===== config.mk =====
export PLATFORM = sky130hd
export DESIGN_NAME = i2c_master_transfer_sequencer_top
export DESIGN_NICKNAME = d
export VERILOG_FILES = /design/src/design/i2cms_pkg.sv /design/src/design/i2cms_ram.sv /design/src/design/i2cms_ctrl.sv /design/src/design/i2c_master_transfer_sequencer_top.sv
export SDC_FILE = /design/constraint.sdc
export NUM_CORES = 1
export LEC_CHECK = 0
export BUFFER_PORTS_ARGS = -buffer_cell sky130_fd_sc_hd__buf_2
export CAP_MARGIN = 10
export CORE_ASPECT_RATIO = 1.25
export CORE_MARGIN = 5
export CORE_UTILIZATION = 55
export DETAILED_ROUTE_END_ITERATION = 10
export HOLD_SLACK_MARGIN = 0.05
export PLACE_DENSITY_LB_ADDON = 0.15
export SYNTH_ARGS = -nofsm -noshare
export SYNTH_HDL_FRONTEND = slang
export SYNTH_SLANG_ARGS = --single-unit
export TNS_END_PERCENT = 5

===== constraint.sdc =====
create_clock -name clk_i -period 3.1 [get_ports clk_i]
set_input_delay 0.31 -clock clk_i [delete_from_list [all_inputs] [get_ports clk_i]]
set_output_delay 0.31 -clock clk_i [all_outputs]
set_load 0.05 [all_outputs]

===== src/design/i2cms_pkg.sv =====
// Shared types, codes and defaults for the I2C master transfer sequencer.
`default_nettype none

package i2cms_pkg;

  // Default message buffer depth in bytes.
  localparam int unsigned BUF_DEPTH_DEF = 16;

  // Operation codes carried in the input word.
  typedef enum logic [1:0] {
    OP_LOAD  = 2'd0,
    OP_START = 2'd1,
    OP_EVENT = 2'd2,
    OP_READ  = 2'd3
  } op_e;

  // Bus status events reported by the byte engine.
  typedef enum logic [2:0] {
    EV_START    = 3'd0,
    EV_RSTART   = 3'd1,
    EV_ADDRW_ACK = 3'd2,
    EV_DATAW_ACK = 3'd3,
    EV_ADDRR_ACK = 3'd4,
    EV_RX_ACK   = 3'd5,
    EV_RX_NACK  = 3'd6,
    EV_ERROR    = 3'd7
  } ev_e;

  // Actions requested from the byte engine.
  typedef enum logic [2:0] {
    ACT_NONE  = 3'd0,
    ACT_START = 3'd1,
    ACT_NACK  = 3'd2,
    ACT_ACK   = 3'd3,
    ACT_STOP  = 3'd4,
    ACT_ABORT = 3'd5
  } act_e;

  // Input word.
  typedef struct packed {
    logic [1:0] op;
    logic [3:0] index;
    logic [7:0] byte_value;
    logic [4:0] msg_size;
    logic [2:0] bus_event;
  } in_t;

  // Output word.
  typedef struct packed {
    logic [7:0] tx_byte;
    logic       tx_load;
    logic [2:0] action;
    logic       busy_res;
    logic       transfer_ok;
    logic [7:0] read_data;
    logic       read_valid;
  } out_t;

  // Result fields known at accept time; the buffer byte follows from memory.
  typedef struct packed {
    logic       tx_load;
    act_e       action;
    logic       busy;
    logic       ok;
    logic       read_valid;
  } meta_t;

endpackage

`default_nettype wire


===== src/design/i2cms_ram.sv =====
// Generic single-port-write, single-port-read RAM with registered read data.
`default_nettype none

module i2cms_ram #(
  parameter int unsigned WIDTH = 8,
  parameter int unsigned DEPTH = 16
) (
  input  wire logic                     clk_i,
  input  wire logic                     we_i,
  input  wire logic [$clog2(DEPTH)-1:0] waddr_i,
  input  wire logic [WIDTH-1:0]         wdata_i,
  input  wire logic                     re_i,
  input  wire logic [$clog2(DEPTH)-1:0] raddr_i,
  output logic      [WIDTH-1:0]         rdata_o
);

  logic [WIDTH-1:0] mem_q [DEPTH];
  logic [WIDTH-1:0] rdata_q;

  // Write port.
  always_ff @(posedge clk_i) begin
    if (we_i) begin
      mem_q[waddr_i] <= wdata_i;
    end
  end

  // Registered read port; the data holds until the next read.
  always_ff @(posedge clk_i) begin
    if (re_i) begin
      rdata_q <= mem_q[raddr_i];
    end
  end

  assign rdata_o = rdata_q;

endmodule

`default_nettype wire


===== src/design/i2cms_ctrl.sv =====
// Transfer control state and buffer addressing for each accepted word.
`default_nettype none

module i2cms_ctrl #(
  parameter int unsigned BUF_DEPTH = i2cms_pkg::BUF_DEPTH_DEF
) (
  input  wire logic                         clk_i,
  input  wire logic                         rst_ni,
  input  wire logic                         accept_i,
  input  wire i2cms_pkg::in_t               in_i,
  output logic                              we_o,
  output logic [$clog2(BUF_DEPTH)-1:0]      waddr_o,
  output logic [7:0]                        wdata_o,
  output logic                              re_o,
  output logic [$clog2(BUF_DEPTH)-1:0]      raddr_o,
  output i2cms_pkg::meta_t                  meta_o
);

  localparam int unsigned AW   = $clog2(BUF_DEPTH);
  localparam int unsigned PW   = $clog2(BUF_DEPTH + 1);
  localparam int unsigned CMPW = (PW > 5) ? PW : 5;
  localparam logic [PW-1:0]   DEPTH_P = PW'(BUF_DEPTH);
  localparam logic [CMPW-1:0] DEPTH_C = CMPW'(BUF_DEPTH);

  logic [PW-1:0]   ptr_q, ptr_d, ptr_base;
  logic [PW-1:0]   size_q, size_d;
  logic            busy_q, busy_d;
  logic            ok_q, ok_d;
  logic [CMPW-1:0] idx_ext, msz_ext;
  logic            idx_in_range;
  logic            we;
  logic            re;

  assign idx_ext      = CMPW'(in_i.index);
  assign msz_ext      = CMPW'(in_i.msg_size);
  assign idx_in_range = idx_ext < DEPTH_C;
  assign wdata_o      = in_i.byte_value;

  // Next state, memory requests and result fields for the offered word.
  always_comb begin
    ptr_d    = ptr_q;
    size_d   = size_q;
    busy_d   = busy_q;
    ok_d     = ok_q;
    ptr_base = ptr_q;
    we       = 1'b0;
    re       = 1'b0;
    waddr_o  = AW'(idx_ext);
    raddr_o  = AW'(idx_ext);
    meta_o   = '0;
    meta_o.action = i2cms_pkg::ACT_NONE;
    unique case (in_i.op)
      i2cms_pkg::OP_LOAD: begin
        we = !busy_q && idx_in_range;
      end
      i2cms_pkg::OP_START: begin
        size_d = (msz_ext > DEPTH_C) ? DEPTH_P : PW'(msz_ext);
        ok_d   = 1'b0;
        busy_d = 1'b1;
        meta_o.action = i2cms_pkg::ACT_START;
      end
      i2cms_pkg::OP_EVENT: begin
        if (busy_q) begin
          priority if (in_i.bus_event == i2cms_pkg::EV_START ||
                       in_i.bus_event == i2cms_pkg::EV_RSTART ||
                       in_i.bus_event == i2cms_pkg::EV_ADDRW_ACK ||
                       in_i.bus_event == i2cms_pkg::EV_DATAW_ACK) begin
            // Transmit path: send the next byte or finish with a stop.
            if (in_i.bus_event == i2cms_pkg::EV_START ||
                in_i.bus_event == i2cms_pkg::EV_RSTART) begin
              ptr_base = '0;
            end
            if (ptr_base < size_q) begin
              re      = 1'b1;
              raddr_o = AW'(ptr_base);
              ptr_d   = ptr_base + PW'(1);
              meta_o.tx_load = 1'b1;
              meta_o.action  = i2cms_pkg::ACT_NACK;
            end else begin
              ptr_d  = ptr_base;
              ok_d   = 1'b1;
              busy_d = 1'b0;
              meta_o.action = i2cms_pkg::ACT_STOP;
            end
          end else if (in_i.bus_event == i2cms_pkg::EV_ADDRR_ACK ||
                       in_i.bus_event == i2cms_pkg::EV_RX_ACK) begin
            // Receive path: store a received data byte and pick ACK or NACK for the next.
            if (in_i.bus_event == i2cms_pkg::EV_RX_ACK && ptr_q < DEPTH_P) begin
              we      = 1'b1;
              waddr_o = AW'(ptr_q);
              ptr_d   = ptr_q + PW'(1);
            end
            meta_o.action = (({1'b0, ptr_d} + (PW + 1)'(1)) < {1'b0, size_q}) ?
                            i2cms_pkg::ACT_ACK : i2cms_pkg::ACT_NACK;
          end else if (in_i.bus_event == i2cms_pkg::EV_RX_NACK) begin
            // Last byte received: store it and stop.
            if (ptr_q < DEPTH_P) begin
              we      = 1'b1;
              waddr_o = AW'(ptr_q);
            end
            ok_d   = 1'b1;
            busy_d = 1'b0;
            meta_o.action = i2cms_pkg::ACT_STOP;
          end else begin
            ok_d   = 1'b0;
            busy_d = 1'b0;
            meta_o.action = i2cms_pkg::ACT_ABORT;
          end
        end
      end
      i2cms_pkg::OP_READ: begin
        if (!busy_q && ok_q && idx_in_range) begin
          re = 1'b1;
          meta_o.read_valid = 1'b1;
        end
      end
      default: begin
        we = 1'b0;
      end
    endcase
    meta_o.busy = busy_d;
    meta_o.ok   = ok_d;
  end

  assign we_o = accept_i && we;
  assign re_o = accept_i && re;

  // Control registers advance only on an accepted word.
  always_ff @(posedge clk_i or negedge rst_ni) begin
    if (!rst_ni) begin
      ptr_q  <= '0;
      size_q <= '0;
      busy_q <= 1'b0;
      ok_q   <= 1'b0;
    end else if (accept_i) begin
      ptr_q  <= ptr_d;
      size_q <= size_d;
      busy_q <= busy_d;
      ok_q   <= ok_d;
    end
  end

endmodule

`default_nettype wire


===== src/design/i2c_master_transfer_sequencer_top.sv =====
// Top level of the I2C master transfer sequencer: control, buffer and output stage.
//
// Usage: each input word on in_data_i carries one operation (load a buffer
// byte, start a transfer, report a bus event with its received byte, or read
// a buffer byte). Every accepted word gives exactly one output word on
// out_data_o with the next engine action, the byte to transmit, the busy and
// success flags, and read data where the read is valid.
// Both channels use valid/ready; a word moves when both are high.
// A result passes through the middle stage, where the registered buffer read
// lands, and then through the output register.
// Throughput: one word per cycle while the output is not stalled; control state updates at accept and the
// buffer is written in the same cycle, so the next word reads current data.
// Reset clears the pointer, size, busy and success flags and empties the
// pipeline. The buffer contents are undefined until written.
// When the receiver stalls, the output word holds and one more word is taken
// into the middle stage; then in_ready_o drops until the output drains.
`default_nettype none

module i2c_master_transfer_sequencer_top #(
  parameter int unsigned BUF_DEPTH = i2cms_pkg::BUF_DEPTH_DEF
) (
  input  wire logic            clk_i,
  input  wire logic            rst_ni,
  input  wire logic            in_valid_i,
  output logic                 in_ready_o,
  input  wire i2cms_pkg::in_t  in_data_i,
  output logic                 out_valid_o,
  input  wire logic            out_ready_i,
  output i2cms_pkg::out_t      out_data_o
);

  localparam int unsigned AW = $clog2(BUF_DEPTH);

  logic                    accept;
  logic                    advance;
  logic                    we, re;
  logic [AW-1:0]           waddr, raddr;
  logic [7:0]              wdata, rdata;
  i2cms_pkg::meta_t        meta;
  logic                    s1_valid_q;
  i2cms_pkg::meta_t        s1_meta_q;
  logic                    out_valid_q;
  i2cms_pkg::out_t         out_data_q;

  assign advance    = !out_valid_q || out_ready_i;
  assign in_ready_o = !s1_valid_q || advance;
  assign accept     = in_valid_i && in_ready_o;

  i2cms_ctrl #(
    .BUF_DEPTH(BUF_DEPTH)
  ) u_ctrl (
    .clk_i    (clk_i),
    .rst_ni   (rst_ni),
    .accept_i (accept),
    .in_i     (in_data_i),
    .we_o     (we),
    .waddr_o  (waddr),
    .wdata_o  (wdata),
    .re_o     (re),
    .raddr_o  (raddr),
    .meta_o   (meta)
  );

  i2cms_ram #(
    .WIDTH(8),
    .DEPTH(BUF_DEPTH)
  ) u_buf (
    .clk_i   (clk_i),
    .we_i    (we),
    .waddr_i (waddr),
    .wdata_i (wdata),
    .re_i    (re),
    .raddr_i (raddr),
    .rdata_o (rdata)
  );

  // Middle stage: result fields wait here alongside the buffer read.
  always_ff @(posedge clk_i or negedge rst_ni) begin
    if (!rst_ni) begin
      s1_valid_q <= 1'b0;
    end else if (accept) begin
      s1_valid_q <= 1'b1;
    end else if (advance) begin
      s1_valid_q <= 1'b0;
    end
  end

  always_ff @(posedge clk_i) begin
    if (accept) begin
      s1_meta_q <= meta;
    end
  end

  // Output register: combines the result fields with the buffer byte.
  always_ff @(posedge clk_i or negedge rst_ni) begin
    if (!rst_ni) begin
      out_valid_q <= 1'b0;
    end else if (advance) begin
      out_valid_q <= s1_valid_q;
    end
  end

  always_ff @(posedge clk_i) begin
    if (advance && s1_valid_q) begin
      out_data_q.tx_byte     <= s1_meta_q.tx_load ? rdata : 8'd0;
      out_data_q.tx_load     <= s1_meta_q.tx_load;
      out_data_q.action      <= s1_meta_q.action;
      out_data_q.busy_res    <= s1_meta_q.busy;
      out_data_q.transfer_ok <= s1_meta_q.ok;
      out_data_q.read_data   <= s1_meta_q.read_valid ? rdata : 8'd0;
      out_data_q.read_valid  <= s1_meta_q.read_valid;
    end
  end

  assign out_valid_o = out_valid_q;
  assign out_data_o  = out_data_q;

endmodule

`default_nettype wire


Word level (Yosys, flattened, before mapping). Memory sizes are Yosys's and may differ from the RTL's. A register that Yosys moved wholly into a read port is not among the register bits. Cells that the tools add are included.

Memory bits (read-only): 0. Flip-flop bits (word level): 44. Bits in writable memories: 128. Memories kept: 1. Output and inout port bits: 25. Input bits: 26. Latch bits: 0.

Bitwise operators: 0. Add/subtract/negate cells: 3. Reductions and logical operators: 24. Multiplexer cells: 57. Div/mod/pow operators: 0. $mul: 0. Shifts and indexed selects: 0. Order comparisons: 5. Eq/ne operators: 9.

Memory list: u_buf.mem_q (depth 16, bits a word 8, read ports 1, clocked after memory_dff 1, write ports 1, line i2cms_ram.sv:17) `logic [WIDTH-1:0] mem_q [DEPTH];`.

Operators by type and width (number): $mux 5 (13); $mux 4 (11); $mux 1 (24); $mux 3 (4); $add 5x1->5 const B (2); $eq 3x3->1 const B (3); $logic_and 1x1->1 (8); $pmux 1 s2 (4); $add 5x1->6 const B (1); $eq 3x2->1 const B (2); $logic_or 1x1->1 (6); $lt 6x5->1 (1); $pmux 3 s2 (1); $gt 5x5->1 const B (1); $lt 4x5->1 const B (1); $lt 5x5->1 (1); $lt 5x5->1 const B (1); $eq 2x2->1 const B (2); $reduce_and 2->1 (2); $reduce_and 4->1 (1); $reduce_bool 2->1 (2); $eq 3x1->1 const B (1); $logic_not 1->1 (3); $logic_not 3->1 (1); other kinds (2) (2).

Longest topological paths before layout.
Depth after elaboration: 14. Gate-level depth with buffers: 14.

Cells and area by module. From an unflattened synthesis, not the netlist that was laid out.

Cells, all modules: 479. Area total of the unflattened synthesis: 7918.8 um2.

Modules (own cells, without submodules): i2cms_ram (times used 1, cells an instance 229, area each 5227.5 um2); i2cms_ctrl (times used 1, cells an instance 196, area each 1586.5 um2); i2c_master_transfer_sequencer_top (times used 1, cells an instance 54, area each 1104.8 um2).

Least setup slack after synthesis. No wires, ideal clock.

Path kind: input to register. From: input port in_data_i[2] (netlist name). To: register u_buf.rdata_q[3], in the netlist u_buf.rdata_o[3] (read register of u_buf.mem_q), data pin. Setup slack: -177 ps. Stages on the path: 13. Buffers on the path: 4. Arrival time: 2994 ps. Library setup time: 283 ps. Required time: 2817 ps. Path through: buf_2 -> buf_1 -> o21a_1 -> ha_1 -> a21oi_1 -> o2111a_1 -> buf_6 -> a21boi_4 -> nor2_2 -> buf_6 -> mux2_4 -> a2111oi_0 -> o2111ai_1.

Word-level cells in the longest chain between the ends: 12. Elaborated cells between the ends (all ways): 21. Those cells by class: order compare: 1; eq/ne: 3; mux: 12; reduce/logical: 5.

Ends and longest elaborated chain: from (decl) (line i2c_master_transfer_sequencer_top.sv:26) `input wire i2cms_pkg::in_t in_data_i,`; $eq 3x1->1 / $logic_not 3->1 (equally long branches); $logic_or 1x1->1 (line i2cms_ctrl.sv:64, i2cms_ctrl.sv:69); $mux 5 (line i2cms_ctrl.sv:69) `if (in_i.bus_event == i2cms_pkg::EV_START ||`; $mux 5 (line i2cms_ctrl.sv:64) `priority if (in_i.bus_event == i2cms_pkg::EV_START ||`; $mux 5 (line i2cms_ctrl.sv:63) `if (busy_q) begin`; $mux 5 (line i2cms_ctrl.sv:52) `unique case (in_i.op)`; $lt 5x5->1 (line i2cms_ctrl.sv:73) `if (ptr_base < size_q) begin`; $mux 1 (line i2cms_ctrl.sv:73); $mux 1 (line i2cms_ctrl.sv:64); $mux 1 (line i2cms_ctrl.sv:63); $pmux 1 s2 (line i2cms_ctrl.sv:52); $logic_and 1x1->1 (line i2cms_ctrl.sv:126) `assign re_o = accept_i && re;`; to (decl) (line i2cms_ram.sv:18) `logic [WIDTH-1:0] rdata_q;`.

Several ways; a longest one is shown, not always the timed one. The select of a mux whose other input is x is not followed. A chain may end at the register's enable or synchronous reset.

Final worst setup path.
From: register u_ctrl.ptr_q[3]. To: register u_buf.rdata_q[6], in the netlist u_buf.rdata_o[6] (read register of u_buf.mem_q), data pin.

Word-level cells in the longest chain between the ends: 10. Elaborated cells between the ends (all ways): 14. Those cells by class: order compare: 1; mux: 12; reduce/logical: 1.

Ends and longest elaborated chain: from (decl) (line i2cms_ctrl.sv:25) `logic [PW-1:0] ptr_q, ptr_d, ptr_base;`; from (signal assigned) (line i2cms_ctrl.sv:136) `ptr_q <= ptr_d;`; $mux 5 (*) (line i2cms_ctrl.sv:69); $mux 5 (*) (line i2cms_ctrl.sv:64); $mux 5 (*) (line i2cms_ctrl.sv:63); $mux 5 (*) (line i2cms_ctrl.sv:52); $lt 5x5->1 (line i2cms_ctrl.sv:73); $mux 1 (line i2cms_ctrl.sv:73); $mux 1 (line i2cms_ctrl.sv:64); $mux 1 (line i2cms_ctrl.sv:63); $pmux 1 s2 (line i2cms_ctrl.sv:52); $logic_and 1x1->1 (line i2cms_ctrl.sv:126).

Mark *: on every way between the ends. The rest lies on a longest branch, timed or not. The select of a mux whose other input is x is not followed.

==> flow_summary.json <==
{
  "outcome": "finished clean",
  "grt_use_total_pct": 23.1,
  "postSynthRegisterBits": 180,
  "clock_tree_buffer_depth": 2,
  "cts.htree.levels": 4,
  "post_drt_via_cell_ratio": 5.98,
  "critical_path.max_fanout": 11,
  "yosysMostFrequentCell": "edfxtp_1",
  "peakVddDrop_v": 0.000365,
  "cts_tree": "built",
  "syn_inst": 585,
  "largest_net_degree_at_the_start_of_global_routing": 24,
  "yosys_warnings": 0,
  "timing.final.crit_period_ns": 3.06,
  "detailedRoute.firstIterationViolations": 389,
  "timing.max_cap.violations": 0,
  "synthToLayoutAreaGrowth_pct": 22.4,
  "dpl_worst_slack_ns": -0.306,
  "pwr_density_cell_mw_per_mm2": 622,
  "synth_top_area_cell": "edfxtp_1",
  "die-width_um": 118,
  "final_max_slew_violation_count": 0,
  "cts.sink_count": 180,
  "dp_cells": 872,
  "core_area_sq_mm": 0.0143,
  "synth_top_cells_by_area": "edfxtp_1, dfrtp_1, mux2i_1",
  "remaining_drc_errors": 0,
  "critical_path_class": "flop to flop",
  "synth-edff-count": 166,
  "routed-via-count": 5420,
  "final_net_count": 757,
  "floorplan_die_area_sq_mm": 0.0171,
  "cp.required_ns": 3.26,
  "row_count": 49,
  "nFillCells": 993,
  "detail-route-antenna-nets": 0,
  "cp-start-kind": "flop",
  "leakagePower_nw": 3.64,
  "finish.cell_count_without_fillers": 906,
  "async_reset_ff_share_pct": 7.78,
  "worstPathArrival_ns": 3.22,
  "cts-root-buf": "clkbuf_16",
  "critPathCaptureType": "flop",
  "io_pins": 51,
  "wire_length_of_the_first_global_routing_pass_um": 30300,
  "chipHeight_um": 145,
  "route.detailed.wl_per_inst_um": 21.4,
  "synth_seq_area_share_pct": 66.7,
  "floorplan.initialDensity_pct": 55.8,
  "worstHoldPathType": "input pin to flop",
  "max_freq_ghz": 0.327,
  "gpl.final_weighted_congestion": 0.918,
  "worstMarginPinSlew_ns": 0.979,
  "final_critical_path_setup_slack_ns": 0.0421,
  "grt_overflow_total": 0,
  "mappedNetlistNets": 626,
  "netlist_top_cells_count": "edfxtp_1, o21ai_0, nand3_1, nor2_1, a21oi_1",
  "antennaDiodeCount": 0,
  "grt_setup_unrepaired": "yes",
  "tritoncts.num_buffers": 17,
  "antenna_found_initial": 0,
  "clock_latency_ns": 0.43,
  "clkSlewWorstSetupHoldPaths_ns": 0.07,
  "clock-skew-final_ns": 0.0113,
  "period_utilisation_layout_pct": 98.6,
  "postRouteWirelength_um": 19400,
  "synth_top_flop_cell": "edfxtp_1",
  "syn_area_per_cell_sq_um": 13.7,
  "dpl-instance-area_sq_mm": 0.00904,
  "synthesis.area_sq_mm": 0.00800,
  "place_hpwl_um": 13800,
  "number_of_distinct_library_cells_after_synthesis": 59,
  "drt_first_pass_iters": 5,
  "first_global_vias": 5475,
  "finalSetupViolations": 0,
  "finish.instance_area_sq_mm": 0.00979,
  "final_layout_size_suffix_gt1_share_pct": 27.5,
  "place.port_buffers": 50,
  "report.final.hold_viol_count": 0,
  "synth_top_cell_area_share_pct": 62.3,
  "maxSlewHeadroom_pct": 34.7
}
## power by group
| part | total, mW | internal [mW] | leakage, nW | switching, mW |
|---|---|---|---|---|
| Sequential | 2.79 | 2.74 | 1.70 | 0.0516 |
| Combinational | 1.09 | 0.445 | 1.66 | 0.649 |
| Clock | 2.20 | 1.28 | 0.290 | 0.925 |
| Total | 6.09 | 4.46 | 3.64 | 1.63 |
## layer usage
layer / global-route usage (%) / vias up / wire length [um]
met2: 40.3 / 235 / 9800
met5: 0 / - / 0
li1: - / 2510 / -
met3: 4.39 / 38 / 1190
met4: 9.00 / 0 / 522
met1: 28.9 / 2637 / 7850
## kinds of logic (layout without fill, tap and decap cells)
group                    Yosys count  count (layout)  share of synthesized area (%)
adder cells (fa/ha/maj)           15              15                           2.35
flip-flops                       180             180                           66.7
XOR/XNOR                           8               8                          0.876
AO/OA/AOI/OAI                    138             138                           11.6
buffers and inverters             38             181                           2.28
multiplexers                      45              45                           6.10
AND/OR/NAND/NOR                  161             161                           10.1
## cell type report
cell class	count	area, sq um	share of cell area (%)
inverter	15	56.3	0.575
multi-input combinational	367	2630	26.8
tap	178	223	2.27
timing repair buffer	135	953	9.74
clock buffer	18	429	4.38
sequential	180	5340	54.5
clock inverter	13	169	1.72
## worst max-delay path, cell delays in order, from the launching register on
cell,delay (ns)
dfrtp_1,0.42
o21ai_0,0.11
inv_1,0.12
ha_4,0.29
nand2_2,0.06
buf_12,0.12
o2111ai_4,0.30
nor3_4,0.10
nor2_4,0.21
buf_12,0.18
mux2_4,0.32
a2111oi_4,0.40
o2111ai_1,0.16
## through the flow
step / power (mW) / util [%] / TNS [ns] / hold WS, ns
global placement: 3.86 / 63.0 / -0.675 / 0.228
global route: 6.31 / 68.3 / -0.236 / 0.124
finish: 6.09 / 68.3 / 0 / 0.0915
floorplan: 3.49 / - / 0 / 0.0144
detailed placement: 3.89 / 63.0 / -1.30 / 0.240
CTS: 6.10 / 67.4 / 0 / 0.0879
## sequential cells by signal, indices dropped and copies added (netlist names)
| name | cells |
|---|---|
| u_buf.mem_q | 128 |
| out_data_o | 23 |
| u_buf.rdata_o | 8 |
| s1_meta_q | 7 |
| u_ctrl.ptr_q | 5 |
| u_ctrl.size_q | 5 |
| out_valid_o | 1 |
| s1_valid_q | 1 |
| u_ctrl.busy_q | 1 |
| u_ctrl.ok_q | 1 |
## worst paths after layout
check / startpoint / end / slack, ns / cells after the start
worst max-delay path: u_ctrl.ptr_q[3] / u_buf.rdata_o[6] / 0.04 / 12
worst min-delay path: in_valid_i / s1_valid_q / 0.09 / 2
worst max register to register: u_ctrl.ptr_q[3] / u_buf.rdata_o[6] / 0.04 / 12
worst min register to register: s1_meta_q[3] / out_data_o[11] / 0.43 / 0
max in group asynchronous: rst_ni / out_valid_o / 2.51 / 2
min in group asynchronous: rst_ni / u_ctrl.size_q[4] / 0.32 / 2
## cells in the final DEF, fill, tap and decap left out, drive strengths merged, types with 6 or more instances in the layout
| master | netlist | routed |
|---|---|---|
| clkbuf | 10 | 18 |
| dfrtp | 14 | 14 |
| nor3 | 6 | 6 |
| buf | 13 | 134 |
| o2111ai | 8 | 8 |
| a2111oi | 7 | 7 |
| mux2 | 18 | 18 |
| ha | 15 | 15 |
| mux2i | 27 | 27 |
| and2 | 19 | 19 |
| nand2 | 32 | 32 |
| nor2b | 6 | 6 |
| a21oi | 33 | 33 |
| nand3 | 35 | 35 |
| edfxtp | 166 | 166 |
| xnor2 | 6 | 6 |
| nand2b | 12 | 12 |
| o21ai | 47 | 47 |
| a31oi | 6 | 6 |
| o22a | 9 | 9 |
| nor2 | 36 | 36 |
| inv | 15 | 22 |
## timing repair
item / in CTS / in global routing
pin swaps: 2 / 6
setup buffers: 0 / 2
hold buffers: 1 / 0
resized for setup: 6 / 14
endpoints found under the hold margin: 14 / 0
setup endpoints to repair: 7 / 7
No activity file was read; power rests on OpenSTA's default activity.
